[config.mk]
export PLATFORM = sky130hd
export DESIGN_NAME = factor_counter_two_three_five_flat
export DESIGN_NICKNAME = d
export VERILOG_FILES = /design/src/design/fc235_pkg.sv /design/src/design/fc235_in_if.sv /design/src/design/fc235_out_if.sv /design/src/design/fc235_div_unit.sv /design/src/design/factor_counter_two_three_five.sv /design/src/flat_wrapper.sv
export VERILOG_INCLUDE_DIRS = /design/src /design/src/design
export SDC_FILE = /design/constraint.sdc
export NUM_CORES = 1
export LEC_CHECK = 0
export BUFFER_PORTS_ARGS = -buffer_cell sky130_fd_sc_hd__buf_2
export CORE_MARGIN = 2
export CORE_UTILIZATION = 60
export DETAILED_ROUTE_END_ITERATION = 8
export HOLD_SLACK_MARGIN = 0.08
export PLACE_DENSITY = 0.77
export RECOVER_POWER = 50
export SLEW_MARGIN = 20
export SYNTH_ARGS = -nofsm -noshare
export SYNTH_HDL_FRONTEND = slang
export SYNTH_SLANG_ARGS = --single-unit
[constraint.sdc]
create_clock -name clk_i -period 14.3 [get_ports clk_i]
set_input_delay 2.145 -clock clk_i [delete_from_list [all_inputs] [get_ports clk_i]]
set_output_delay 2.145 -clock clk_i [all_outputs]
set_load 0.02 [all_outputs]
[src/design/factor_counter_two_three_five_defines.svh]
// Assertion macros used by the top-level design file.
`ifndef FACTOR_COUNTER_TWO_THREE_FIVE_DEFINES_SVH
`define FACTOR_COUNTER_TWO_THREE_FIVE_DEFINES_SVH

// Concurrent check on clk_i, switched off while rst_ni is low.
`define FC235_ASSERT(lbl, prop, msg) \
  lbl: assert property (@(posedge clk_i) disable iff (!rst_ni) prop) else $error(msg);

// Concurrent check on clk_i that also holds during reset.
`define FC235_ASSERT_ALWAYS(lbl, prop, msg) \
  lbl: assert property (@(posedge clk_i) prop) else $error(msg);

`endif

[src/design/fc235_pkg.sv]
package fc235_pkg;

  // Width of the value and cofactor words.
  localparam int unsigned DATA_WIDTH = 32;
  // Width of each exponent counter.
  localparam int unsigned COUNT_WIDTH = 16;

  // Odd divisor tried by the shared multiply unit.
  typedef enum logic {
    DIV_THREE,
    DIV_FIVE
  } divisor_e;

  // Answer of the shared unit.
  typedef struct packed {
    logic                  divisible;
    logic [DATA_WIDTH-1:0] quotient;
  } div_res_t;

endpackage

[src/design/fc235_in_if.sv]
// Input channel: one word is a clear flag and a value to factor.
interface fc235_in_if import fc235_pkg::*; ();
  logic                         valid;
  logic                         ready;
  logic                         clear_first;
  logic signed [DATA_WIDTH-1:0] value;

  modport source (output valid, clear_first, value, input ready);
  modport sink (input valid, clear_first, value, output ready);
endinterface

[src/design/fc235_out_if.sv]
// Output channel: one word carries the totals, the cofactor and two flags.
interface fc235_out_if import fc235_pkg::*; ();
  logic                         valid;
  logic                         ready;
  logic [COUNT_WIDTH-1:0]       total_twos;
  logic [COUNT_WIDTH-1:0]       total_threes;
  logic [COUNT_WIDTH-1:0]       total_fives;
  logic signed [DATA_WIDTH-1:0] cofactor;
  logic                         input_was_zero;
  logic                         fully_smooth;

  modport source (
    output valid, total_twos, total_threes, total_fives, cofactor, input_was_zero,
           fully_smooth,
    input  ready
  );
  modport sink (
    input  valid, total_twos, total_threes, total_fives, cofactor, input_was_zero,
           fully_smooth,
    output ready
  );
endinterface

[src/design/fc235_div_unit.sv]
// Exact division test by three or five with one shared multiplier.
// An unsigned word x is a multiple of an odd d exactly when x times the
// inverse of d modulo 2**DATA_WIDTH is no larger than (2**DATA_WIDTH-1)/d,
// and that product is then the quotient itself.
module fc235_div_unit import fc235_pkg::*; (
  input  logic [DATA_WIDTH-1:0] operand_i,
  input  divisor_e              sel_i,
  output div_res_t              res_o
);

  // Newton iteration for the inverse of an odd number modulo the word size.
  // The start value is right to three bits; six rounds cover 64 bits.
  function automatic logic [DATA_WIDTH-1:0] mul_inverse(input logic [DATA_WIDTH-1:0] d);
    logic [DATA_WIDTH-1:0] x;
    x = d;
    for (int i = 0; i < 6; i++) begin
      x = x * (DATA_WIDTH'(2) - d * x);
    end
    return x;
  endfunction

  localparam logic [DATA_WIDTH-1:0] DataMax = '1;
  localparam logic [DATA_WIDTH-1:0] Inv3    = mul_inverse(DATA_WIDTH'(3));
  localparam logic [DATA_WIDTH-1:0] Inv5    = mul_inverse(DATA_WIDTH'(5));
  localparam logic [DATA_WIDTH-1:0] Lim3    = DataMax / 3;
  localparam logic [DATA_WIDTH-1:0] Lim5    = DataMax / 5;

  logic [DATA_WIDTH-1:0] inv;
  logic [DATA_WIDTH-1:0] lim;
  logic [DATA_WIDTH-1:0] product;

  // Pick the constants for the divisor under test.
  always_comb begin
    unique case (sel_i)
      DIV_THREE: begin
        inv = Inv3;
        lim = Lim3;
      end
      DIV_FIVE: begin
        inv = Inv5;
        lim = Lim5;
      end
      default: begin
        inv = Inv3;
        lim = Lim3;
      end
    endcase
  end

  // Product kept to the word size, then the range compare.
  assign product         = operand_i * inv;
  assign res_o.quotient  = product;
  assign res_o.divisible = (product <= lim);

endmodule

[src/design/factor_counter_two_three_five.sv]
// Trial division of a signed word by 2, 3 and 5 with saturating running
// exponent counters. A word is taken only while the sequencer is idle; the
// sequencer then removes one factor per step: a factor of two by a shift, a
// factor of three by the evenness test and then the shared multiplier, a
// factor of five by the evenness test, the failed test by three and then the
// test by five, and the final failing tests are followed by the hand-over.
// Zero and negative values go straight to the hand-over. The single multiplier
// in the division unit is used at most once per step. The result sits in an
// output register, so the next word is accepted while a finished result waits;
// a word only finishes once that register is free or being emptied.
// clear_first zeroes the counters at the moment the word is accepted.
`include "factor_counter_two_three_five_defines.svh"

module factor_counter_two_three_five import fc235_pkg::*; (
  input  logic        clk_i,
  input  logic        rst_ni,
  fc235_in_if.sink    in_i,
  fc235_out_if.source out_o
);

  typedef enum logic [2:0] {
    S_IDLE,
    S_TWO,
    S_THREE,
    S_FIVE,
    S_FIN
  } state_e;

  // Counter step that holds at the all-ones value.
  function automatic logic [COUNT_WIDTH-1:0] sat_inc(input logic [COUNT_WIDTH-1:0] c);
    return (&c) ? c : c + COUNT_WIDTH'(1);
  endfunction

  state_e                 state_q, state_d;
  logic [DATA_WIDTH-1:0]  rest_q, rest_d;
  logic                   zero_q, zero_d;
  logic [COUNT_WIDTH-1:0] twos_q, twos_d;
  logic [COUNT_WIDTH-1:0] threes_q, threes_d;
  logic [COUNT_WIDTH-1:0] fives_q, fives_d;

  logic                   out_valid_q, out_valid_d;
  logic [COUNT_WIDTH-1:0] out_twos_q, out_twos_d;
  logic [COUNT_WIDTH-1:0] out_threes_q, out_threes_d;
  logic [COUNT_WIDTH-1:0] out_fives_q, out_fives_d;
  logic [DATA_WIDTH-1:0]  out_cof_q, out_cof_d;
  logic                   out_zero_q, out_zero_d;
  logic                   out_smooth_q, out_smooth_d;

  divisor_e               div_sel;
  div_res_t               div_res;

  // Shared divide-by-three-or-five unit.
  assign div_sel = (state_q == S_FIVE) ? DIV_FIVE : DIV_THREE;

  fc235_div_unit u_div (
    .operand_i (rest_q),
    .sel_i     (div_sel),
    .res_o     (div_res)
  );

  assign in_i.ready = (state_q == S_IDLE);

  // Sequencer and output register next-state logic.
  always_comb begin
    state_d      = state_q;
    rest_d       = rest_q;
    zero_d       = zero_q;
    twos_d       = twos_q;
    threes_d     = threes_q;
    fives_d      = fives_q;
    out_valid_d  = out_valid_q;
    out_twos_d   = out_twos_q;
    out_threes_d = out_threes_q;
    out_fives_d  = out_fives_q;
    out_cof_d    = out_cof_q;
    out_zero_d   = out_zero_q;
    out_smooth_d = out_smooth_q;

    if (out_valid_q && out_o.ready) begin
      out_valid_d = 1'b0;
    end

    unique case (state_q)
      S_IDLE: begin
        if (in_i.valid) begin
          rest_d = in_i.value;
          zero_d = (in_i.value == '0);
          if (in_i.clear_first) begin
            twos_d   = '0;
            threes_d = '0;
            fives_d  = '0;
          end
          // Zero and negative words are passed through untouched.
          if (in_i.value[DATA_WIDTH-1] || (in_i.value == '0)) begin
            state_d = S_FIN;
          end else begin
            state_d = S_TWO;
          end
        end
      end
      S_TWO: begin
        if (!rest_q[0]) begin
          rest_d = rest_q >> 1;
          twos_d = sat_inc(twos_q);
        end else begin
          state_d = S_THREE;
        end
      end
      S_THREE: begin
        if (div_res.divisible) begin
          rest_d   = div_res.quotient;
          threes_d = sat_inc(threes_q);
          state_d  = S_TWO;
        end else begin
          state_d = S_FIVE;
        end
      end
      S_FIVE: begin
        if (div_res.divisible) begin
          rest_d  = div_res.quotient;
          fives_d = sat_inc(fives_q);
          state_d = S_TWO;
        end else begin
          state_d = S_FIN;
        end
      end
      S_FIN: begin
        // Hand over once the output register is free or being emptied.
        if (!out_valid_q || out_o.ready) begin
          out_valid_d  = 1'b1;
          out_twos_d   = twos_q;
          out_threes_d = threes_q;
          out_fives_d  = fives_q;
          out_cof_d    = rest_q;
          out_zero_d   = zero_q;
          out_smooth_d = (rest_q == DATA_WIDTH'(1));
          state_d      = S_IDLE;
        end
      end
      default: begin
        state_d = S_IDLE;
      end
    endcase
  end

  // State, counters and output register.
  always_ff @(posedge clk_i or negedge rst_ni) begin
    if (!rst_ni) begin
      state_q      <= S_IDLE;
      rest_q       <= '0;
      zero_q       <= 1'b0;
      twos_q       <= '0;
      threes_q     <= '0;
      fives_q      <= '0;
      out_valid_q  <= 1'b0;
      out_twos_q   <= '0;
      out_threes_q <= '0;
      out_fives_q  <= '0;
      out_cof_q    <= '0;
      out_zero_q   <= 1'b0;
      out_smooth_q <= 1'b0;
    end else begin
      state_q      <= state_d;
      rest_q       <= rest_d;
      zero_q       <= zero_d;
      twos_q       <= twos_d;
      threes_q     <= threes_d;
      fives_q      <= fives_d;
      out_valid_q  <= out_valid_d;
      out_twos_q   <= out_twos_d;
      out_threes_q <= out_threes_d;
      out_fives_q  <= out_fives_d;
      out_cof_q    <= out_cof_d;
      out_zero_q   <= out_zero_d;
      out_smooth_q <= out_smooth_d;
    end
  end

  assign out_o.valid          = out_valid_q;
  assign out_o.total_twos     = out_twos_q;
  assign out_o.total_threes   = out_threes_q;
  assign out_o.total_fives    = out_fives_q;
  assign out_o.cofactor       = out_cof_q;
  assign out_o.input_was_zero = out_zero_q;
  assign out_o.fully_smooth   = out_smooth_q;

  // While factoring, the remainder is always a positive number.
  `FC235_ASSERT(a_rest_positive, (state_q == S_TWO || state_q == S_THREE || state_q == S_FIVE) |-> (rest_q != '0 && !rest_q[DATA_WIDTH-1]), "remainder left the positive range during factoring")

  // An even remainder is halved in the very next cycle.
  `FC235_ASSERT(a_halving, (state_q == S_TWO && !rest_q[0]) |=> (rest_q == ($past(rest_q) >> 1)), "even remainder was not halved")

  // A clearing word leaves all three counters at zero right after it is taken.
  `FC235_ASSERT(a_clear, (in_i.valid && in_i.ready && in_i.clear_first) |=> (twos_q == '0 && threes_q == '0 && fives_q == '0), "counters not cleared on a clearing word")

  // A smooth result is a cofactor of one from a non-zero word.
  `FC235_ASSERT_ALWAYS(a_smooth, (out_valid_q && out_smooth_q) |-> (out_cof_q == DATA_WIDTH'(1) && !out_zero_q), "smooth flag without a cofactor of one")

endmodule
[src/flat_wrapper.sv]
// flat-port wrapper written by rule: the top's interface ports become plain ports
module factor_counter_two_three_five_flat import fc235_pkg::*;
  (clk_i, rst_ni, in_i_valid, in_i_clear_first, in_i_value, in_i_ready, out_o_valid, out_o_total_twos, out_o_total_threes, out_o_total_fives, out_o_cofactor, out_o_input_was_zero, out_o_fully_smooth, out_o_ready);
  fc235_in_if in_i_i ();
  fc235_out_if out_o_i ();
  input  logic clk_i;
  input  logic rst_ni;
  input wire logic [$bits(in_i_i.valid)-1:0] in_i_valid;
  input wire logic [$bits(in_i_i.clear_first)-1:0] in_i_clear_first;
  input wire logic [$bits(in_i_i.value)-1:0] in_i_value;
  output wire logic [$bits(in_i_i.ready)-1:0] in_i_ready;
  output wire logic [$bits(out_o_i.valid)-1:0] out_o_valid;
  output wire logic [$bits(out_o_i.total_twos)-1:0] out_o_total_twos;
  output wire logic [$bits(out_o_i.total_threes)-1:0] out_o_total_threes;
  output wire logic [$bits(out_o_i.total_fives)-1:0] out_o_total_fives;
  output wire logic [$bits(out_o_i.cofactor)-1:0] out_o_cofactor;
  output wire logic [$bits(out_o_i.input_was_zero)-1:0] out_o_input_was_zero;
  output wire logic [$bits(out_o_i.fully_smooth)-1:0] out_o_fully_smooth;
  input wire logic [$bits(out_o_i.ready)-1:0] out_o_ready;
  assign in_i_i.valid = in_i_valid;
  assign in_i_i.clear_first = in_i_clear_first;
  assign in_i_i.value = in_i_value;
  assign in_i_ready = in_i_i.ready;
  assign out_o_valid = out_o_i.valid;
  assign out_o_total_twos = out_o_i.total_twos;
  assign out_o_total_threes = out_o_i.total_threes;
  assign out_o_total_fives = out_o_i.total_fives;
  assign out_o_cofactor = out_o_i.cofactor;
  assign out_o_input_was_zero = out_o_i.input_was_zero;
  assign out_o_fully_smooth = out_o_i.fully_smooth;
  assign out_o_i.ready = out_o_ready;
  factor_counter_two_three_five u_core (.clk_i(clk_i), .rst_ni(rst_ni), .in_i(in_i_i), .out_o(out_o_i));
endmodule
==> impl_metrics.ini, run 1 <==
[global_routing]
met1_usage_pct = 43.6
grt_util_met3_pct = 7.07
antenna_found_initial = 2
grt_use_met2_pct = 57.5
grt-ovfl-total = 0
busiest_layer = met2
grt_pass1_vias = 15442
grt_use_total_pct = 34.1
grt_pass1_wl_mm = 86.3
grt_max_degree = 89

[synth]
synth_ff_type = dfrtp_1
yosysSeqAreaShare_pct = 21.6
syn_avg_cell_area_um2 = 9.79
synth_seq_cells = 167
netlist_area_um2 = 19300
syn_inst = 1973
synthTopCellsByCount = inv_1 (428), fa_1 (282), ha_1 (179)
synth.most_common_cell = inv_1
synth_top_area_share_pct = 29.2
ys_warn_count = 0
synthArstFlopShare_pct = 100
synth_edf_count = 0
synthTopCellsByArea = fa_1 (29%), dfrtp_1 (22%), ha_1 (12%), inv_1 (8.3%), mux2_2 (3.6%)
synth_cell_types = 75
synth_top_cell_by_area = fa_1

[layout]
fin_util_pct = 65.9
nets = 2586
final_layout_size_suffix_gt1_share_pct = 7.57
layout.cells.non_filler = 2505
area_growth_pct = 7.91
fin_area_um2 = 20900

[sta]
hold_viol_final = 0
fmax_ghz = 0.0866
drv_slew = 224
finalSetupTns_ns = 0
slew_headroom_pct = -227
min_period_ns = 11.54
worst_pin_slew_ns = 4.90
finalCritPeriodShare_pct = 80.7
rsz0062_at_grt = false
setup_viol = 0
fin_worst_skew_ns = 0.0166

[routing]
drt-vias-per-instance = 5.95
routed_wl_mm = 54.7
wl_per_cell_um = 21.8
first_pass_iters = 9
drcViolationCount = 0
vias = 14907
drt-initial-drc-count = 1219
drtAntennaViolNets = 0

[worst_setup_path]
cp-start-kind = flip-flop
worstPathMaxFanout = 31
timing.rr.end = u_core.rest_q[17]$_DFFE_PN0P_
r2r_slack_ns = 2.76
cp-end-kind = flip-flop
path_common_cell = fa_1
cpPeakStageDelay_ns = 0.58
critPathSlowestCell = fa_1
crit_arrival_ns = 11.91
path_class = flip-flop to flip-flop
r2r_cells = 42
r2r_start = u_core.state_q[2]$_DFFE_PN0P_
path_buf_inv = 10
cp.required_ns = 14.66
cp_top_family = adder cells

[floorplan]
fp.coreArea_um2 = 31600
die_w_um = 183
die_area_um2 = 33700
io_pins = 121
num_rows = 65
die_h_um = 183
initial_core_util_pct = 61.1

[hold_path]
hp-start = u_core.out_o.cofactor[11]$_DFFE_PN0P_
hold_class = flip-flop to flip-flop
holdPathStages = 2
holdPathEnd = u_core.out_o.cofactor[11]$_DFFE_PN0P_

[clock_tree]
clockBufferDepth = 2
cts-resized-gates = 0
clock_sinks = 167
clkLatencyLatePin_ns = 0.45
cts_made_buffers = 17
cts_tree = done
root_buffer = clkbuf_16
hold_buffers = 0
cts_setup_buffers = 0
htree_levels = 4
clkSlewWorstSetupHoldPaths_ns = 0.08

[placement]
place_inst = 2470
gp_routability_congestion = 0.997
hpwlAfterDp_mm = 44.8
place_area_um2 = 20400
io_buffers = 120

[flow_run]
max_cap_viol_count = 3

[run_status]
violations = capacitance limit, slew limit
status = complete, but fails checks
[through the flow]
stage | hold slack, ns | worst slack [ns]
final | 0.483 | 2.76
after global placement | 0.461 | 2.84
after detailed placement | 0.465 | 2.49
after global routing | 0.508 | 2.22
after CTS | 0.484 | 2.42
after floorplan | 0.465 | 4.13
[layout by cell type (no fill, tap or decap), types with 27 or more instances in the layout]
cell type	count
nand3_1	27
nor2_1	90
inv_1	428
dfrtp_1	167
mux2_2	61
xnor2_1	58
conb_1	31
xor2_1	30
nand2_1	153
ha_1	179
fa_1	282
a21oi_1	75
clkbuf_1	87
o21ai_0	79
buf_2	34
[final cells by class]
cell class              instances  area (um^2)
flip-flops and latches        167         4180
well taps                     402          503
multi-input cells            1343        13400
diodes                          2         5.00
clock inverters                15          174
repair buffers                130          568
inverters                     429         1610
clock buffers                  17          425
fillers                      2558        10800
[flip-flops by register name, summed over array words and instances (netlist names)]
name                         count
u_core.fives_q                  16
u_core.out_o.total_threes       16
u_core.out_o.cofactor           32
u_core.twos_q                   16
u_core.rest_q                   32
u_core.out_o.input_was_zero      1
u_core.zero_q                    1
u_core.state_q                   3
u_core.out_o.fully_smooth        1
u_core.threes_q                 16
u_core.out_o.total_fives        16
u_core.out_o.total_twos         16
u_core.out_o.valid               1
[worst max-delay path by stage]
stage / to / cells after the start / startpoint / slack [ns]
after floorplan: u_core.rest_q[24]$_DFFE_PN0P_ / 43 / u_core.state_q[2]$_DFFE_PN0P_ / 4.13
after detailed placement: u_core.rest_q[17]$_DFFE_PN0P_ / 42 / u_core.state_q[2]$_DFFE_PN0P_ / 2.49
after CTS: u_core.rest_q[17]$_DFFE_PN0P_ / 42 / u_core.state_q[2]$_DFFE_PN0P_ / 2.42
final: u_core.rest_q[17]$_DFFE_PN0P_ / 42 / u_core.state_q[2]$_DFFE_PN0P_ / 2.76
after global placement: u_core.rest_q[27]$_DFFE_PN0P_ / 42 / u_core.state_q[2]$_DFFE_PN0P_ / 2.84
after global routing: u_core.rest_q[17]$_DFFE_PN0P_ / 42 / u_core.state_q[2]$_DFFE_PN0P_ / 2.22
[cells by family after synthesis]
kind of cell,after synthesis,share of synthesized area [%]
other,2,0.0389
adder cells (fa/ha/maj),461,40.8
AND/OR/NAND/NOR,417,10.4
XOR/XNOR,88,3.99
buffers and inverters,492,9.75
AO/OA/AOI/OAI,281,9.60
flip-flops,167,21.6
multiplexers,65,3.76
[metal layers]
layer | part of all wire, % | vias up
li1 | - | 6580
met1 | 38 | 7465
met4 | 4.1 | 2
met3 | 8.7 | 150
met2 | 49 | 710
met5 | 0.024 | -
[worst register-to-register path, delay by kind of cell (launching register included)]
family                     cells  cell delay, ns
and+or+nand+nor                9            1.78
adders and majority gates     10            4.89
AOI/OAI and AO/OA             12            2.69
xor gates and xnor gates       1            0.12
buffers and inverters         10            1.44
DFF                            1            0.54
Power of run 1 is left out: the tool's default activity adds up to more than one toggle a clock period on the data nets, which glitch-free logic cannot reach.
==> inputs of run 2 (changes only) <==
--- a/config.mk
+++ b/config.mk
@@ -8,7 +8,7 @@
 export LEC_CHECK = 0
 export BUFFER_PORTS_ARGS = -buffer_cell sky130_fd_sc_hd__buf_2
 export CORE_MARGIN = 2
-export CORE_UTILIZATION = 60
+export CORE_UTILIZATION = 57
 export DETAILED_ROUTE_END_ITERATION = 8
 export HOLD_SLACK_MARGIN = 0.08
 export PLACE_DENSITY = 0.77
==> constraint.sdc (replaced) <==
create_clock -name clk_i -period 9.3 [get_ports clk_i]
set_input_delay 1.395 -clock clk_i [delete_from_list [all_inputs] [get_ports clk_i]]
set_output_delay 1.395 -clock clk_i [all_outputs]
set_load 0.02 [all_outputs]
==> run 2 against run 1 <==
The flow finishes with violations (capacitance limit, slew limit, setup timing). Sequential share of layout area down 2.4 points. Clock skew increased by 0.019 ns. Fmax rose by 20%. Via count grew 6.4%. Cell count up 13%. First-iteration DRC count fell by 5.3%. Die area up 5.2%. Critical path depth shrank 3.
==> impl_metrics.ini, run 2 (synthesis results as in run 1) <==
[run_status]
status = complete, but fails checks
violations = capacitance limit, slew limit, setup timing

[global_routing]
grt-ovfl-total = 0
grt_pass1_wl_mm = 97.9
antenna_found_initial = 1
grt_use_total_pct = 37.5
grt_max_degree = 94
grt_pass1_vias = 16856

[routing]
drt-initial-drc-count = 1155
routed_wl_mm = 63.4
wl_per_cell_um = 22.4
drt-vias-per-instance = 5.62
vias = 15868
drtAntennaViolNets = 0
drcViolationCount = 0
first_pass_iters = 7

[layout]
fillCellCount = 2599
fin_area_um2 = 23700
final_layout_size_suffix_gt1_share_pct = 23.4
area_growth_pct = 22.6
nets = 2863
final_common_cell = inv_1
final_cell_mix = inv_1 (417), fa_1 (272), buf_4 (263)
diodes = 0

[clock_tree]
root_buffer = clkbuf_16
cts_made_buffers = 17
cts_tree = done
clock_sinks = 167
clkSlewWorstSetupHoldPaths_ns = 0.10
htree_levels = 4
clkLatencyLatePin_ns = 0.48
clockBufferDepth = 2

[placement]
place_area_um2 = 22400
hpwlAfterDp_mm = 52.5
gp_routability_congestion = 1.05
io_buffers = 120

[sta]
slew_headroom_pct = -254
hold_viol_final = 0
worst_pin_slew_ns = 5.31
fin_ws_ns = -0.290
fmax_ghz = 0.104
fin_worst_skew_ns = 0.0360
setup_viol = 60
min_period_ns = 9.59
finalCritPeriodShare_pct = 103
rsz0062_at_grt = true
drv_slew = 138

[floorplan]
fp.coreArea_um2 = 33400
die_h_um = 188
io_pins = 121
initial_core_util_pct = 57.8
die_area_um2 = 35400
num_rows = 67
die_w_um = 188

[worst_setup_path]
timing.rr.end = u_core.fives_q[6]$_DFFE_PN0P_
crit_arrival_ns = 9.97
cp.required_ns = 9.68
worstPathMaxFanout = 6
cp-end-kind = flip-flop
r2r_cells = 39
r2r_slack_ns = -0.29
path_common_cell = fa_1
critPathSlowestCell = fa_1
path_class = flip-flop to flip-flop
cpPeakStageDelay_ns = 0.58
r2r_start = u_core.state_q[2]$_DFFE_PN0P_
cp-start-kind = flip-flop

[hold_path]
holdPathEnd = u_core.out_o.cofactor[11]$_DFFE_PN0P_
holdPathStages = 2
hold_class = flip-flop to flip-flop
hp-start = u_core.out_o.cofactor[11]$_DFFE_PN0P_

[flow_run]
max_cap_viol_count = 2
run 2: cell count changes in the layout (fill, tap and decap cells not counted), sizes merged:
cell      before  now
buf           43  354
clkbuf       104   70
bufinv         0    2
diode          2    0
clkinv         8    7
clkinvlp       1    0
run 2: routing by layer:
metal  vias to the layer above  global-route usage (%)  wire, um
met4                         0                    17.5      3430
li1                       7132                       -         -
met1                      7982                    48.8     25500
met5                         -                       0         0
met3                       140                    5.61      4030
met2                       614                    62.1     30500
run 2: worst max-delay path by stage:
| stage | start | endpoint | slack (ns) | depth (start not counted) |
|---|---|---|---|---|
| after floorplan | u_core.state_q[2]$_DFFE_PN0P_ | u_core.fives_q[11]$_DFFE_PN0P_ | 0.02 | 44 |
| after global placement | u_core.state_q[2]$_DFFE_PN0P_ | u_core.threes_q[4]$_DFFE_PN0P_ | -0.38 | 36 |
| after detailed placement | u_core.state_q[2]$_DFFE_PN0P_ | u_core.fives_q[6]$_DFFE_PN0P_ | -0.62 | 36 |
| after CTS | u_core.state_q[1]$_DFFE_PN0P_ | u_core.fives_q[6]$_DFFE_PN0P_ | -0.19 | 43 |
| after global routing | u_core.state_q[2]$_DFFE_PN0P_ | u_core.fives_q[6]$_DFFE_PN0P_ | -0.60 | 39 |
| final | u_core.state_q[2]$_DFFE_PN0P_ | u_core.fives_q[6]$_DFFE_PN0P_ | -0.29 | 39 |
run 2: what timing repair did:
item	4_1_cts	5_1_grt
hold buffers	0	0
gates resized for setup	80	46
gates cloned	1	0
setup buffers	25	6
pin swaps	78	5
endpoints found under the setup margin	65	66
run 2: critical path, delay by kind of cell (launching register included):
kind	cells	cell delay (ns)
AOI/OAI and AO/OA	11	1.93
buffers and inverters	8	0.79
and+or+nand+nor	9	1.62
adders and majority gates	10	4.64
xor gates and xnor gates	1	0.10
DFF	1	0.39
run 2: metrics by stage:
stage	instances	hold WS, ns	util, %	setup TNS [ns]	setup slack [ns]
after detailed placement	2762	0.465	66.9	-30.54	-0.618
after global placement	2762	0.457	66.9	-16.65	-0.383
after CTS	2820	0.480	70.5	-5.58	-0.192
after floorplan	2002	0.465	-	0	0.0155
final	2826	0.478	70.8	-7.84	-0.290
after global routing	2826	0.507	70.8	-30.53	-0.600
run 2: layout make-up:
cell class	instances	area, um^2	share of cell area, %
tap	448	561	2.37
inverter	429	1620	6.85
sequential	167	4180	17.6
clock buffer	17	425	1.80
timing repair buffer	407	2840	12.0
clock inverter	15	208	0.877
multi-input combinational	1343	13900	58.5
Power of run 2 is left out for the same reason.
